==> config.mk <==
export PLATFORM = sky130hd
export DESIGN_NAME = gb3_res_fifo
export DESIGN_NICKNAME = d
export VERILOG_FILES = /design/src/rtl/gb3_pkg.sv /design/src/rtl/gb3_res_fifo.sv
export SDC_FILE = /design/constraint.sdc
export NUM_CORES = 1
export LEC_CHECK = 0
export BUFFER_PORTS_ARGS = -buffer_cell sky130_fd_sc_hd__buf_2
export CAP_MARGIN = 20
export CORE_MARGIN = 2
export CORE_UTILIZATION = 60
export DETAILED_ROUTE_END_ITERATION = 16
export HOLD_SLACK_MARGIN = 0.15
export MAX_ROUTING_LAYER = met4
export PLACE_DENSITY = 0.9
export SLEW_MARGIN = 5
export SYNTH_ARGS = -nofsm -noshare
export SYNTH_HDL_FRONTEND = slang
export SYNTH_SLANG_ARGS = --single-unit
==> constraint.sdc <==
create_clock -name clk_i -period 3 [get_ports clk_i]
set_clock_uncertainty 0.05 [all_clocks]
set_input_delay 0.15 -clock clk_i [delete_from_list [all_inputs] [get_ports clk_i]]
set_output_delay 0.15 -clock clk_i [all_outputs]
set_load 0.05 [all_outputs]
==> src/rtl/gb3_pkg.sv <==
// gb3_pkg: shared types, codes and the kernel arithmetic of the 3x3 gaussian blur
// used by gb3_res_fifo and gaussian_blur_3x3_top; depends on nothing
package gb3_pkg;

  localparam logic [7:0] PIX_EDGE = 8'hFF;

  localparam logic ACT_PIXEL = 1'b0;
  localparam logic ACT_FLUSH = 1'b1;

  localparam logic REG_IMAGE_WIDTH  = 1'b0;
  localparam logic REG_IMAGE_HEIGHT = 1'b1;

  localparam logic [10:0] WIDTH_RESET  = 11'd640;
  localparam logic [11:0] HEIGHT_RESET = 12'd480;

  localparam int RES_DEPTH = 8;
  localparam int RES_PW    = 3;
  localparam int RES_CW    = 4;

  typedef struct packed {
    logic [7:0] top;
    logic [7:0] mid;
    logic [7:0] bot;
  } col_t;

  localparam col_t COL_EDGE = '{top: PIX_EDGE, mid: PIX_EDGE, bot: PIX_EDGE};

  typedef struct packed {
    logic [7:0] pixel;
    logic       eor;
    logic       eof;
    logic       eorun;
  } res_t;

  function automatic logic [7:0] blur(input col_t l, input col_t m, input col_t r);
    logic [11:0] s;
    s = 12'(l.top) + 12'(r.top) + 12'(l.bot) + 12'(r.bot)
      + (12'(m.top) << 1) + (12'(m.bot) << 1) + (12'(l.mid) << 1) + (12'(r.mid) << 1)
      + (12'(m.mid) << 2);
    return s[11:4];
  endfunction

endpackage

==> src/rtl/gb3_res_fifo.sv <==
// gb3_res_fifo: result queue taking up to two results per cycle, one out per transfer
// depends on gb3_pkg
module gb3_res_fifo (
  input  logic                      clk_i,
  input  logic                      rst_ni,
  input  logic [1:0]                push_n_i,
  input  gb3_pkg::res_t             push0_i,
  input  gb3_pkg::res_t             push1_i,
  input  logic                      pop_i,
  output gb3_pkg::res_t             head_o,
  output logic                      vld_o,
  output logic [gb3_pkg::RES_CW-1:0] cnt_o
);

  gb3_pkg::res_t mem_q [gb3_pkg::RES_DEPTH];
  logic [gb3_pkg::RES_PW-1:0] wptr_q, wptr_d, rptr_q, rptr_d;
  logic [gb3_pkg::RES_CW-1:0] cnt_q, cnt_d;
  logic                       pop;

  assign vld_o  = (cnt_q != '0);
  assign pop    = pop_i && vld_o;
  assign head_o = mem_q[rptr_q];
  assign cnt_o  = cnt_q;

  always_comb begin
    wptr_d = wptr_q + gb3_pkg::RES_PW'(push_n_i);
    rptr_d = rptr_q + gb3_pkg::RES_PW'(pop);
    cnt_d  = cnt_q + gb3_pkg::RES_CW'(push_n_i) - gb3_pkg::RES_CW'(pop);
  end

  always_ff @(posedge clk_i or negedge rst_ni) begin
    if (!rst_ni) begin
      wptr_q <= '0;
      rptr_q <= '0;
      cnt_q  <= '0;
    end else begin
      wptr_q <= wptr_d;
      rptr_q <= rptr_d;
      cnt_q  <= cnt_d;
    end
  end

  always_ff @(posedge clk_i) begin
    if (push_n_i != 2'd0) begin
      mem_q[wptr_q] <= push0_i;
    end
    if (push_n_i == 2'd2) begin
      mem_q[wptr_q + gb3_pkg::RES_PW'(1)] <= push1_i;
    end
  end

endmodule

==> summary.txt <==
Timing
  – Normalized max-slew margin: 0.273
  – Number of failing hold endpoints at the final stage: 0
  – Setup TNS: 0 ns
  – Number of failing setup endpoints in the final timing report: 0
  – Max Freq: 0.363 GHz
  – Post-Route Hold Slack: about 0.15 ns
  – Final critical path time including I/O delays and setup: 2.75 ns
  – Setup repair after global routing missed its margin: false
  – Final period utilization: 0.917
  – Max-slew violations: 0
  – Transition time at the pin with the least slew margin: 1.08 ns

Synthesis
  – Portion of netlist area occupied by mux cells: 0.326
  – Synthesized-area fraction occupied by ao, oa, aoi and oai cells: 0.0140
  – Part of the Yosys area used for sequential elements: 0.559
  – Parity-gate share of the synthesized area counting xor and xnor cells: 0.0169
  – Post-Synthesis Cells: a little under 300
  – Unique masters post-synth: 35
  – Average size of a mapped cell: 17.5 um^2
  – Ys flop type: sky130_fd_sc_hd__edfxtp_1
  – Number of flops mapped to enable cells by yosys: 88
  – Post-synthesis register bit count: 98
  – Async set or reset register ratio after synthesis: 0.102
  – Count of yosys warnings during synthesis: 0
  – Post-Synthesis Cell Area: between 5000 and 6000 um^2
  – Net count of the mapped netlist: approximately 330
  – Largest family of logic cells by synthesized area: multiplexers
  – Area share of and/or/nand/nor cells after synthesis: 0.0264
  – Arithmetic-cell share of the synthesized area counting full adders, half adders and majority gates: 0.0271

Placement
  – Number of buffer cells added on primary ports: 42
  – Final weighted congestion of routability-driven global placement: 0.882
  – Cell Area, Placed: 5530 um^2
  – Detail Placement HPWL: approximately 7300 um

Drt
  – Initial DRC Count: between 150 and 200
  – Remaining design rule violation count: 0
  – Routed vias/inst: 6.23
  – Number of routed nets with antenna violations: 0
  – Routed len/inst: 23.7 um
  – Detailed Routing Iterations Pass 1: 4
  – Vias after detailed routing: 3,033
  – Total wire length after detailed routing: 11,500 um

Critical path
  – Critical Path Start: wptr_q[0]
  – Worst reg2reg path depth: 6
  – Worst Setup Path Type: flip-flop to flip-flop
  – Kind of capture point of the worst setup path: flip-flop
  – Reg2Reg Launch Point: wptr_q[0]
  – Max stage delay on crit path: ~0.56 ns
  – Capturing point of the worst reg2reg path: mem_q[6][0]
  – Cell at the slowest stage of the critical path: sky130_fd_sc_hd__dlygate4sd3_1
  – Worst Path Max Fanout: 11
  – Sequence of cells on the critical path: ha_1, nand4b_1, nor2_1, buf_4, mux2_2, dlygate4sd3_1
  – Critical Path Start Type: flip-flop
  – Worst endpoint data arrival time: around 2.8 ns
  – Worst setup path endpoint: mem_q[6][0]
  – Register-to-register setup slack: about 0.25 ns
  – Worst path required time: 3.07 ns

Floorplan
  – Core area: 8300 um^2
  – Die outline width: 96.9 um
  – # IOs: 43
  – Floorplan die area: about 9400 um^2
  – Effective utilization at floorplan: 0.623
  – Floorplan die height: 96.9 um
  – Number of rows in the core area: 33

Power and ir drop
  – Total power density per cell area: 1000 nW/um^2
  – Worst-case vdd ir drop: between 0.4 and 0.5 mV
  – Static Leak: 2.26 nW
  – Overall power consumption: between 0.006 and 0.007 W

Clocking
  – TritonCTS clock tree: yes
  – Number of levels the H-tree was split into: 3
  – CTS root buffer: sky130_fd_sc_hd__clkbuf_8
  – Setup Buffers After CTS: 0
  – Register clock-pin slew on the reported worst setup and hold paths: about 0.1 ns
  – Maximum buffer depth of the clock tree: 2
  – CTS Buf Count: 9
  – Clock Latency Late Sink: 0.36 ns
  – Clock sink total: 98

Hold path
  – Type of the most critical hold path: input pin to flip-flop

GRT
  – Number of antenna violations at the first check in global routing: 0
  – Vias in the first global route: 3,170
  – Total congestion overflow: 0
  – Pin count of the biggest net entering global routing: 18
  – First-pass GRT wire length: roughly 18,000 um
  – Total GRT Usage: 0.263

Finish
  – Footprint of the multi-input gates: 2130 um^2
  – Area used by sequential logic in the layout: a little under 3000 um^2
  – Fill count: 511
  – Layout overhead on the synthesized area: 17.1%
  – Layout cell share with drive strength beyond 1: 0.500
  – Number of nets at the end of the flow: 414
  – Leading cell types in the layout, fill and taps excluded: sky130_fd_sc_hd__mux2_2, sky130_fd_sc_hd__edfxtp_1, sky130_fd_sc_hd__buf_2
  – Finished layout cell area: 6060 um^2
  – # diodes: 0
  – Most common cell after layout, fill and taps aside: sky130_fd_sc_hd__mux2_2

Flow run
  – Max-capacitance violation count: 0

Status
  – Status: finished clean
## state kept, by name, indices dropped and copies added (netlist names)
name / flops
wptr_q: 3
mem_q: 88
rptr_q: 3
cnt_o: 4
## critical path, delay by kind of cell (launching register included)
family	cells	cell delay (ns)
fa+ha+maj	1	0.44
flops	1	0.48
buf+inv	2	0.81
mux	1	0.36
simple gates	2	0.35
## through the flow
step | setup WS [ns] | std cells | utilization
5_1_grt | 0.111 | 487 | 0.730
3_5_place_dp | 0.553 | 443 | 0.666
3_3_place_gp | 0.648 | 443 | 0.666
6_report | 0.248 | 487 | 0.730
2_1_floorplan | 0.403 | 295 | -
4_1_cts | 0.118 | 486 | 0.728
## cell usage after synthesis, types with 2 or more instances
master / instances / area, um^2
sky130_fd_sc_hd__o31ai_1: 2 / 15.0
sky130_fd_sc_hd__nor2_1: 3 / 11.3
sky130_fd_sc_hd__o21ai_0: 5 / 25.0
sky130_fd_sc_hd__mux2_2: 99 / 1110
sky130_fd_sc_hd__xor2_1: 2 / 17.5
sky130_fd_sc_hd__buf_4: 4 / 30.0
sky130_fd_sc_hd__buf_6: 6 / 67.6
sky130_fd_sc_hd__xnor2_1: 3 / 26.3
sky130_fd_sc_hd__nand2_1: 6 / 22.5
sky130_fd_sc_hd__fa_1: 2 / 40.0
sky130_fd_sc_hd__edfxtp_1: 88 / 2640
sky130_fd_sc_hd__ha_1: 8 / 100
sky130_fd_sc_hd__mux4_1: 17 / 447
sky130_fd_sc_hd__buf_2: 2 / 10.0
sky130_fd_sc_hd__buf_1: 3 / 11.3
sky130_fd_sc_hd__dfrtp_1: 10 / 250
sky130_fd_sc_hd__nand3_2: 2 / 20.0
sky130_fd_sc_hd__mux4_2: 5 / 113
sky130_fd_sc_hd__o22ai_1: 2 / 12.5
sky130_fd_sc_hd__inv_1: 11 / 41.3
## area by class of cell
type                            instances  share of cell area
Tap cell                              105              0.0217
Inverter                               11             0.00682
Clock inverter                          7              0.0205
Clock buffer                            9              0.0205
Sequential cell                        98               0.478
Multi-Input combinational cell        171               0.352
Timing Repair Buffer                   86               0.101
## routing by layer
| metal | track usage | share of wire |
|---|---|---|
| met1 | 0.339 | 0.39 |
| met2 | 0.413 | 0.50 |
| met3 | 0.0542 | 0.085 |
| met4 | 0.109 | 0.025 |
| met5 | - | 0 |
## cell families (layout without fill, tap and decap cells)
kind of cell	after synthesis	count (layout)
AOI/OAI and AO/OA	12	12
xor gates and xnor gates	7	7
adders and majority gates	10	10
buffers and inverters	26	113
DFF	98	98
muxes	122	122
and+or+nand+nor	20	20
## worst min-delay path by stage
stage / slack (ns) / to / start / cells after the start
after floorplan: -0.20 / cnt_o[0] / rst_ni / 0
after global placement: -0.03 / cnt_o[0] / rst_ni / 1
after detailed placement: -0.03 / cnt_o[3] / rst_ni / 1
after CTS: 0.15 / mem_q[0][3] / push1_i[3] / 2
after global routing: 0.15 / mem_q[0][4] / push1_i[4] / 2
final: 0.15 / mem_q[1][4] / push1_i[4] / 2
## report_power, final
part           switching, W  internal [W]  total, W
Clock              0.000489      0.000563   0.00105
Combinational       0.00167       0.00109   0.00276
Sequential         0.000253       0.00201   0.00226
## what timing repair did
item                       CTS  global route
gates resized for setup      0             1
setup endpoints to repair    0             1
hold buffers                27             1
hold endpoints to repair    73             3
No activity file was read; power rests on OpenSTA's default activity.
